## config.mk

```make
export PLATFORM = sky130hd
export DESIGN_NAME = led_heartbeat_pattern_sequencer
export DESIGN_NICKNAME = d
export VERILOG_FILES = /design/src/hdl/lhb_pkg.sv /design/src/hdl/led_heartbeat_pattern_sequencer.sv
export VERILOG_INCLUDE_DIRS = /design/src /design/src/hdl
export SDC_FILE = /design/constraint.sdc
export NUM_CORES = 1
export LEC_CHECK = 0
export BUFFER_PORTS_ARGS = -buffer_cell sky130_fd_sc_hd__buf_2
export CORE_MARGIN = 2
export CORE_UTILIZATION = 55
export CTS_CLUSTER_SIZE = 12
export DETAILED_ROUTE_END_ITERATION = 6
export PLACE_DENSITY_LB_ADDON = 0.12
export SLEW_MARGIN = 20
export SYNTH_ARGS = -nofsm -noshare
export SYNTH_HDL_FRONTEND = slang
export SYNTH_SLANG_ARGS = --single-unit
```

## constraint.sdc

```tcl
create_clock -name clk_i -period 3.6 [get_ports clk_i]
set_clock_uncertainty 0.1 [all_clocks]
set_input_delay 0.72 -clock clk_i [delete_from_list [all_inputs] [get_ports clk_i]]
set_output_delay 0.72 -clock clk_i [all_outputs]
set_load 0.005 [all_outputs]
```

## src/hdl/assert_macros.svh

```systemverilog
// Assertion macros shared by the RTL of the LED heartbeat sequencer.
// Define SYNTH to drop every assertion body for synthesis.
`ifndef ASSERT_MACROS_SVH
`define ASSERT_MACROS_SVH

`ifndef SYNTH
// Check prop at every rising clk_i edge outside reset.
`define ASSERT_AT(lbl, prop, msg) \
  lbl: assert property (@(posedge clk_i) disable iff (!rst_ni) (prop)) else $error(msg);
// Check that cond never holds at a rising clk_i edge outside reset.
`define ASSERT_NEVER(lbl, cond, msg) \
  lbl: assert property (@(posedge clk_i) disable iff (!rst_ni) !(cond)) else $error(msg);
`else
`define ASSERT_AT(lbl, prop, msg)
`define ASSERT_NEVER(lbl, cond, msg)
`endif

`endif

```

## src/hdl/lhb_pkg.sv

```systemverilog
// Package for the LED heartbeat sequencer: mode codes, pattern type and
// the pattern tables (step count, duration, level). No dependencies.
package lhb_pkg;

  localparam int ModeW = 3;
  localparam int StepW = 3;
  localparam int DtW   = 12;
  localparam int TimeW = 13;
  localparam int DurW  = 10;

  localparam logic [ModeW-1:0] MODE_ACTIVE  = 3'd1;
  localparam logic [ModeW-1:0] MODE_COMMAND = 3'd2;
  localparam logic [ModeW-1:0] MODE_FAULT   = 3'd3;

  typedef enum logic [1:0] {
    PAT_WAIT,
    PAT_ACTIVE,
    PAT_COMMAND,
    PAT_FAULT
  } pattern_e;

  function automatic pattern_e mode_pattern(logic [ModeW-1:0] mode);
    pattern_e p;
    unique case (mode)
      MODE_ACTIVE:  p = PAT_ACTIVE;
      MODE_COMMAND: p = PAT_COMMAND;
      MODE_FAULT:   p = PAT_FAULT;
      default:      p = PAT_WAIT;
    endcase
    return p;
  endfunction

  // Index of the last step in each pattern.
  function automatic logic [StepW-1:0] last_step(pattern_e p);
    logic [StepW-1:0] l;
    unique case (p)
      PAT_ACTIVE:  l = 3'd5;
      PAT_COMMAND: l = 3'd4;
      default:     l = 3'd1;
    endcase
    return l;
  endfunction

  function automatic logic [DurW-1:0] step_dur(pattern_e p, logic [StepW-1:0] idx);
    logic [DurW-1:0] d;
    unique case (p)
      PAT_ACTIVE: begin
        unique case (idx)
          3'd1, 3'd3: d = 10'd200;
          3'd4, 3'd5: d = 10'd400;
          default:    d = 10'd100;
        endcase
      end
      PAT_COMMAND: begin
        unique case (idx)
          3'd3, 3'd4: d = 10'd800;
          default:    d = 10'd200;
        endcase
      end
      PAT_FAULT: d = 10'd100;
      default:   d = 10'd500;
    endcase
    return d;
  endfunction

  function automatic logic step_lvl(pattern_e p, logic [StepW-1:0] idx);
    logic l;
    unique case (p)
      PAT_COMMAND: l = ~idx[0] | (idx == 3'd4);
      default:     l = ~idx[0];
    endcase
    return l;
  endfunction

endpackage

```

## src/hdl/led_heartbeat_pattern_sequencer.sv

```systemverilog
// Flow: a tick word is accepted only while idle; the loop then retires its k pattern
// steps (k is at most 41) and loads the result into the output register, or holds it
// there until that register drains. Input reopens once the result is loaded. A single
// subtract/compare unit retires one step per cycle, so the step count sets the rate.
// Reset (async, active low): boot mode, step 0, no accumulated time, LED on,
// output empty.
`include "assert_macros.svh"

module led_heartbeat_pattern_sequencer
  import lhb_pkg::*;
(
  input  logic             clk_i,
  input  logic             rst_ni,
  input  logic             in_valid_i,
  output logic             in_stall_o,
  input  logic [ModeW-1:0] system_mode_i,
  input  logic [DtW-1:0]   delta_ms_i,
  output logic             out_valid_o,
  input  logic             out_stall_i,
  output logic             led_on_o,
  output logic [StepW-1:0] step_position_o
);

  typedef enum logic [1:0] {
    ST_IDLE,
    ST_RUN,
    ST_HOLD
  } state_e;

  state_e           state_q, state_d;
  logic [ModeW-1:0] mode_q, mode_d;
  pattern_e         pat_q, pat_d;
  logic [StepW-1:0] step_q, step_d;
  logic [TimeW-1:0] time_q, time_d;
  logic             led_q, led_d;
  logic             out_valid_q, out_valid_d;
  logic             out_led_q, out_led_d;
  logic [StepW-1:0] out_step_q, out_step_d;

  logic             in_accept;
  logic             out_free;
  pattern_e         pat_in;
  logic             mode_chg;
  logic [TimeW-1:0] base_time;
  logic [TimeW-1:0] cur_dur;
  logic             step_done;
  logic [StepW-1:0] step_nxt;

  // Take a new tick only when the sequencer is idle.
  assign in_stall_o = (state_q != ST_IDLE);
  assign in_accept  = in_valid_i & ~in_stall_o;
  // Output register can take a result this cycle.
  assign out_free   = ~out_valid_q | ~out_stall_i;

  assign pat_in    = mode_pattern(system_mode_i);
  assign mode_chg  = (system_mode_i != mode_q);
  assign base_time = mode_chg ? '0 : time_q;

  // The shared unit: compare accumulated time against the current step's
  // duration and subtract it when the step has run out.
  assign cur_dur   = {{(TimeW-DurW){1'b0}}, step_dur(pat_q, step_q)};
  assign step_done = (time_q >= cur_dur);
  assign step_nxt  = (step_q == last_step(pat_q)) ? '0 : step_q + 3'd1;

  always_comb begin
    state_d     = state_q;
    mode_d      = mode_q;
    pat_d       = pat_q;
    step_d      = step_q;
    time_d      = time_q;
    led_d       = led_q;
    out_valid_d = out_valid_q & out_stall_i;
    out_led_d   = out_led_q;
    out_step_d  = out_step_q;

    unique case (state_q)
      ST_IDLE: begin
        if (in_accept) begin
          // Restart the pattern on a mode change, then add the elapsed time.
          mode_d  = system_mode_i;
          pat_d   = pat_in;
          step_d  = mode_chg ? '0 : step_q;
          led_d   = mode_chg ? step_lvl(pat_in, '0) : led_q;
          time_d  = base_time + {{(TimeW-DtW){1'b0}}, delta_ms_i};
          state_d = ST_RUN;
        end
      end
      ST_RUN: begin
        if (step_done) begin
          // Retire one step and drive the next step's level.
          time_d = time_q - cur_dur;
          step_d = step_nxt;
          led_d  = step_lvl(pat_q, step_nxt);
        end else if (out_free) begin
          out_valid_d = 1'b1;
          out_led_d   = led_q;
          out_step_d  = step_q;
          state_d     = ST_IDLE;
        end else begin
          state_d = ST_HOLD;
        end
      end
      ST_HOLD: begin
        // Hold the finished result until the output register drains.
        if (out_free) begin
          out_valid_d = 1'b1;
          out_led_d   = led_q;
          out_step_d  = step_q;
          state_d     = ST_IDLE;
        end
      end
      default: state_d = ST_IDLE;
    endcase
  end

  always_ff @(posedge clk_i or negedge rst_ni) begin
    if (!rst_ni) begin
      state_q     <= ST_IDLE;
      mode_q      <= '0;
      pat_q       <= PAT_WAIT;
      step_q      <= '0;
      time_q      <= '0;
      led_q       <= 1'b1;
      out_valid_q <= 1'b0;
      out_led_q   <= 1'b0;
      out_step_q  <= '0;
    end else begin
      state_q     <= state_d;
      mode_q      <= mode_d;
      pat_q       <= pat_d;
      step_q      <= step_d;
      time_q      <= time_d;
      led_q       <= led_d;
      out_valid_q <= out_valid_d;
      out_led_q   <= out_led_d;
      out_step_q  <= out_step_d;
    end
  end

  assign out_valid_o     = out_valid_q;
  assign led_on_o        = out_led_q;
  assign step_position_o = out_step_q;

  // Between ticks the accumulated time is below the current step's duration.
  `ASSERT_AT(a_idle_time_below_dur, (state_q == ST_IDLE) |-> (time_q < cur_dur), "time left over")
  // The step index never runs past the last step of its pattern.
  `ASSERT_NEVER(a_step_in_range, step_q > last_step(pat_q), "step index beyond pattern")
  // An accepted tick always starts the step loop.
  `ASSERT_AT(a_accept_runs, in_accept |=> (state_q == ST_RUN), "tick not started")
  // A result leaves the loop only into a free output register.
  `ASSERT_AT(a_result_loaded, ((state_q != ST_IDLE) && (state_d == ST_IDLE)) |=> out_valid_q, "result dropped")

endmodule

```

Word-level counts from Yosys, hierarchy flattened. Index checks and enable logic that the tools add are counted.

Bitwise operators: 8. $lt $le $gt $ge: 1. Equal/unequal tests: 20. Reduce and logical (&&, ||, !) cells: 12. Add/sub/neg operators: 3. Mux-type cells: 33.

Operator list (number): 13-bit two-way mux (3); 10-bit case mux with 3 select lines (1); 13-bit case mux with 2 select lines (1); 3-bit two-way mux (6); 3-bit case mux with 2 select lines (3); 9-bit case mux with 2 select lines (1); 13-bit by 12-bit adder with 13-bit output (1); 13-bit by 10-bit >= comparator with 1-bit output (1); 13-bit by 10-bit subtractor with 13-bit output (1); 2-bit case mux with 3 select lines (2); 10-bit two-way mux (1); 2-bit inequality test (second input constant) (5); 3-bit by 2-bit == test with 1-bit output (second input constant) (3); 3-bit == test (second input constant) (3); 1-bit two-way mux (8); 2-bit two-way mux (4); 2-bit == test (second input constant) (3); 3-bit by 1-bit == test with 1-bit output (second input constant) (2); 1-bit case mux with 2 select lines (3); 3-bit AND reduction (2); 2-bit nonzero test (3); 2-bit OR reduction (3); 2-bit by 1-bit == test with 1-bit output (second input constant) (2); 1-bit inverter (4); 8 further kinds (11).

Register bits: 29. Input port bits: 19.

Longest topological paths before layout.
Depth in word-level cells: 9. Gate-level depth with buffers: 14. Gate-level depth less buffers: 14.

Worst setup path before layout. No wires, ideal clock.

Kind: input-to-reg. Start point: input system_mode_i[1]. End point: register time_q[11]. Library setup time: 0.118 ns. Cell stages on the path: 12. Buffers on the path: 1. Path slack: 0.333 ns. Arrival time: 3.049 ns. Cell sequence: xor2_1 -> nor3_1 -> clkbuf_1 -> and2_1 -> ha_1 -> a21oi_1 -> nor2b_1 -> a311o_1 -> o31a_1 -> a21oi_1 -> xnor2_1 -> a21o_1.

Cells in the longest elaborated chain, start to end: 5.

Ends and longest elaborated chain: start: declaration (RTL line led_heartbeat_pattern_sequencer.sv:16) `input logic [ModeW-1:0] system_mode_i,`; 3-bit inequality test (RTL line led_heartbeat_pattern_sequencer.sv:56) `assign mode_chg = (system_mode_i != mode_q);`; 13-bit two-way mux (RTL line led_heartbeat_pattern_sequencer.sv:57) `assign base_time = mode_chg ? '0 : time_q;`; 13-bit by 12-bit adder with 13-bit output (RTL line led_heartbeat_pattern_sequencer.sv:84) `time_d = base_time + {{(TimeW-DtW){1'b0}}, delta_ms_i};`; 13-bit two-way mux (RTL line led_heartbeat_pattern_sequencer.sv:78) `if (in_accept) begin`; 13-bit case mux with 2 select lines (RTL line led_heartbeat_pattern_sequencer.sv:76) `unique case (state_q)`; end signal: assignment (RTL line led_heartbeat_pattern_sequencer.sv:132) `time_q <= time_d;`; end: declaration (RTL line led_heartbeat_pattern_sequencer.sv:34) `logic [TimeW-1:0] time_q, time_d;`.

No other way between the ends. The select of a mux whose other input is x is not followed. A chain may end at the register's enable or synchronous reset.

Worst setup path in the final report.
Start point: register step_q[0]. End point: register led_q.

Cells in the longest elaborated chain, start to end: 7. Elaborated cells on any way between the ends: 22. Classes of those cells: add/sub (1); order compare (1); eq/ne (7); mux (7); bitwise (2); reduce/logical (4).

Ends and longest elaborated chain: start: declaration (RTL line led_heartbeat_pattern_sequencer.sv:33) `logic [StepW-1:0] step_q, step_d;`; start signal: assignment (RTL line led_heartbeat_pattern_sequencer.sv:131) `step_q <= step_d;`; 3-bit == test, or another cell as far along (RTL line lhb_pkg.sv:48, lhb_pkg.sv:55); 2-bit OR reduction, or another cell as far along (RTL line lhb_pkg.sv:48) `unique case (idx)`; 9-bit case mux with 2 select lines, or another cell as far along (RTL line lhb_pkg.sv:48); 10-bit case mux with 3 select lines / 1-bit OR (equally long branches) (RTL line lhb_pkg.sv:46, lhb_pkg.sv:69); 13-bit by 10-bit >= comparator with 1-bit output / 1-bit two-way mux (equally long branches) (RTL line led_heartbeat_pattern_sequencer.sv:62, lhb_pkg.sv:68); 2-bit inequality test (no line) / 1-bit two-way mux (equally long branches); 4-bit AND reduction (no line) / 1-bit case mux with 2 select lines (equally long branches); end signal: assignment (RTL line led_heartbeat_pattern_sequencer.sv:133) `led_q <= led_d;`; end: declaration (RTL line led_heartbeat_pattern_sequencer.sv:35) `logic led_q, led_d;`.

Several ways; a longest one is shown, not always the timed one. The select of a mux whose other input is x is not followed.

==> reports/results.ini <==
[run_status]
status=completed

[cells_and_area]
fin_cells=387
syn_to_final_growth_pct=13.4
final_area_um2=2920
fin_nets=386
drive_gt1_share_pct=17.3
diodes=0

[critical_path]
cp.required_ns=3.71
reg2reg_from=step_q[0]$_DFFE_PN0P_
crit_arrival_ns=3.51
start_kind=flip-flop
crit_path_end_kind=flip-flop
r2r-end=led_q$_DFFE_PN1P_
reg2reg_slack_ns=0.20
crit_fanout=7
worstSetupStartpoint=step_q[0]$_DFFE_PN0P_
r2r_cells=14
cp-endpoint=led_q$_DFFE_PN1P_
worstSetupPathType=flip-flop to flip-flop

[yosys]
synth_area_um2=2570
synth_seq_cells=29
synth_top_cell_by_area=dfrtp_1
synth_edf_count=0
yosys-top-cells-area=dfrtp_1, ha_1, o21ai_0, nand2_1, a21oi_1
synth.distinct_cells=55
postSynthAreaPerCell_um2=8.52
ys_warn_count=0
synth_top_area_share_pct=27.2
syn_nets=354
async_flop_share_pct=100
ys.flop_type=dfrtp_1
yosysSeqAreaShare_pct=28.3
syn_inst=302
netlist_top_cells_count=o21ai_0, nand2_1, ha_1
yosysMostFrequentCell=o21ai_0

[drt]
dr.pass1.iters=4
met1_length_um=2810
ant_nets=0
met3_wirelength_um=172
top_layer=met4
wirelength_um=5690
via_per_inst=5.82
dr.first_iter.drc_count=123
route.detailed.drc=0
post_drt_wl_per_cell_um=14.7
wl_met2_um=2660
vias=2252

[place]
place_congestion=0.841
placedCellCount=379
io_buffers=24
hpwl_um=4330
place_area_um2=2780

[floorplanning]
die_h_um=72.4
initial_core_util_pct=57.9
die_w_um=72.4
row_count=24
io_pins=25
core_um2=4440
dieArea_um2=5240

[global_routing]
track_usage_pct=23.0
grt_pass1_vias=2111
grt_pass1_wl_um=9480
grt_start_max_net_pins=30
overflow=0
grt_antenna_before_repair=0

[run]
max_cap_viol_count=0

[sta]
fin_crit_ns=3.40
slew_violations=0
period_share_pct=94.5
rsz0062_at_grt=yes
hold_viol=0
setup_viol=0
tightest_slew_ns=0.660
fmax_mhz=294
slew_headroom_pct=56.0

[clock_network]
cts_made_buffers=5
cts_sinks=29
ctsRootBufferMaster=clkbuf_8
clk_latency_ns=0.28
cts_max_level=2
clockBufferDepth=2
postCtsSetupBuffers=0
path_clk_slew_ns=0.07
cts_tree=yes

[pwr]
p_per_area_nw_per_um2=899
p_leak_nw=1.41
vdd_drop_max_mv=0.521

[min_path]
worstHoldPathType=input pin to asynchronous set/reset pin

state kept, by name, indices dropped and copies added, names as in the netlist:
signal and flops:
led_on_o 1, led_q 1, mode_q 3, out_valid_o 1, pat_q 2, state_q 2, step_position_o 3, step_q 3
time_q 13
area by class of cell:
type / count / area, um^2
multi-input cells: 253 / 1810
fillers: 392 / 1530
flip-flops and latches: 29 / 728
repair buffers: 29 / 158
clock buffers: 7 / 96.3
well taps: 52 / 65.1
inverters: 16 / 60.1
clock inverters: 1 / 5.00
through the flow:
stage	worst slack [ns]	total power [W]	TNS [ns]	hold WS, ns	utilization [%]
floorplan	0.333	0.00187	0	0.324	-
global placement	0.136	0.00222	0	0.361	62.5
detailed placement	0.0934	0.00224	0	0.365	62.5
CTS	0.117	0.00255	0	0.380	64.8
global route	-0.0121	0.00288	-0.0121	0.404	65.7
finish	0.199	0.00262	0	0.358	65.7
metal layers:
layer,up-vias,track usage [%]
met5,-,0
met4,0,5.97
met1,1064,31.7
li1,1149,-
met3,7,3.89
met2,32,37.7
worst max-delay path, cell delays in order, from the launching register on:
cell      delay, ns
dfrtp_2        0.46
ha_1           0.22
ha_1           0.19
a21oi_1        0.16
nand2_1        0.11
a21oi_1        0.16
nand2_1        0.13
ha_1           0.32
and2b_1        0.15
o21ai_2        0.07
a21oi_2        0.29
nor2_2         0.13
a211o_4        0.32
or3_1          0.37
a21boi_1       0.14
repair_timing:
| action | in CTS | in global routing |
|---|---|---|
| setup endpoints to repair | 0 | 10 |
| resized for setup | 0 | 9 |
| hold buffers | 0 | 0 |
logic make-up (layout without fill, tap and decap cells):
group | after synthesis | count (layout) | synth area share [%]
compound gates | 98 | 98 | 24.2
xor+xnor | 18 | 18 | 6.13
buf+inv | 20 | 53 | 2.97
mux | 6 | 6 | 2.48
simple gates | 98 | 98 | 19.3
flops | 29 | 29 | 28.3
fa+ha+maj | 33 | 33 | 16.6
cells in the final DEF, fill, tap and decap left out, types with 2 or more instances in the layout:
| master | synthesis | final |
|---|---|---|
| buf_2 | 1 | 24 |
| o21bai_1 | 2 | 2 |
| o21a_1 | 3 | 3 |
| mux2i_1 | 3 | 3 |
| nand2_1 | 32 | 32 |
| nor2_1 | 20 | 20 |
| a22o_1 | 2 | 2 |
| a211o_1 | 2 | 2 |
| o211ai_1 | 3 | 3 |
| and2b_1 | 2 | 2 |
| clkbuf_8 | 0 | 7 |
| o31ai_1 | 4 | 3 |
| xor2_1 | 11 | 11 |
| ha_1 | 31 | 30 |
| or2_2 | 3 | 3 |
| buf_4 | 0 | 5 |
| a21o_1 | 6 | 6 |
| o21ai_0 | 33 | 33 |
| a211oi_1 | 4 | 3 |
| nor3_1 | 4 | 4 |
| nand2b_1 | 5 | 5 |
| nand3_1 | 5 | 4 |
| inv_1 | 16 | 16 |
| nor2b_1 | 5 | 5 |
| dfrtp_1 | 28 | 27 |
| mux2_2 | 3 | 3 |
| and2_1 | 11 | 11 |
| a31oi_1 | 4 | 4 |
| xnor2_1 | 7 | 7 |
| a21oi_1 | 22 | 22 |
worst min-delay path by stage:
stage,from,to,cells past startpoint
finish,rst_ni,time_q[11]$_DFFE_PN0P_,1
global route,led_q$_DFFE_PN1P_,led_q$_DFFE_PN1P_,2
floorplan,rst_ni,led_on_o$_DFFE_PN0P_,0
global placement,led_on_o$_DFFE_PN0P_,led_on_o$_DFFE_PN0P_,2
detailed placement,step_position_o[1]$_DFFE_PN0P_,step_position_o[1]$_DFFE_PN0P_,2
CTS,rst_ni,time_q[11]$_DFFE_PN0P_,1
where the power goes:
part           internal (W)  switching, W  total, W
logic              0.000768      0.000950   0.00172
clock network      0.000173      0.000126  0.000299
registers          0.000474      0.000131  0.000605
Note: power is estimated with default switching activity, not from simulation.
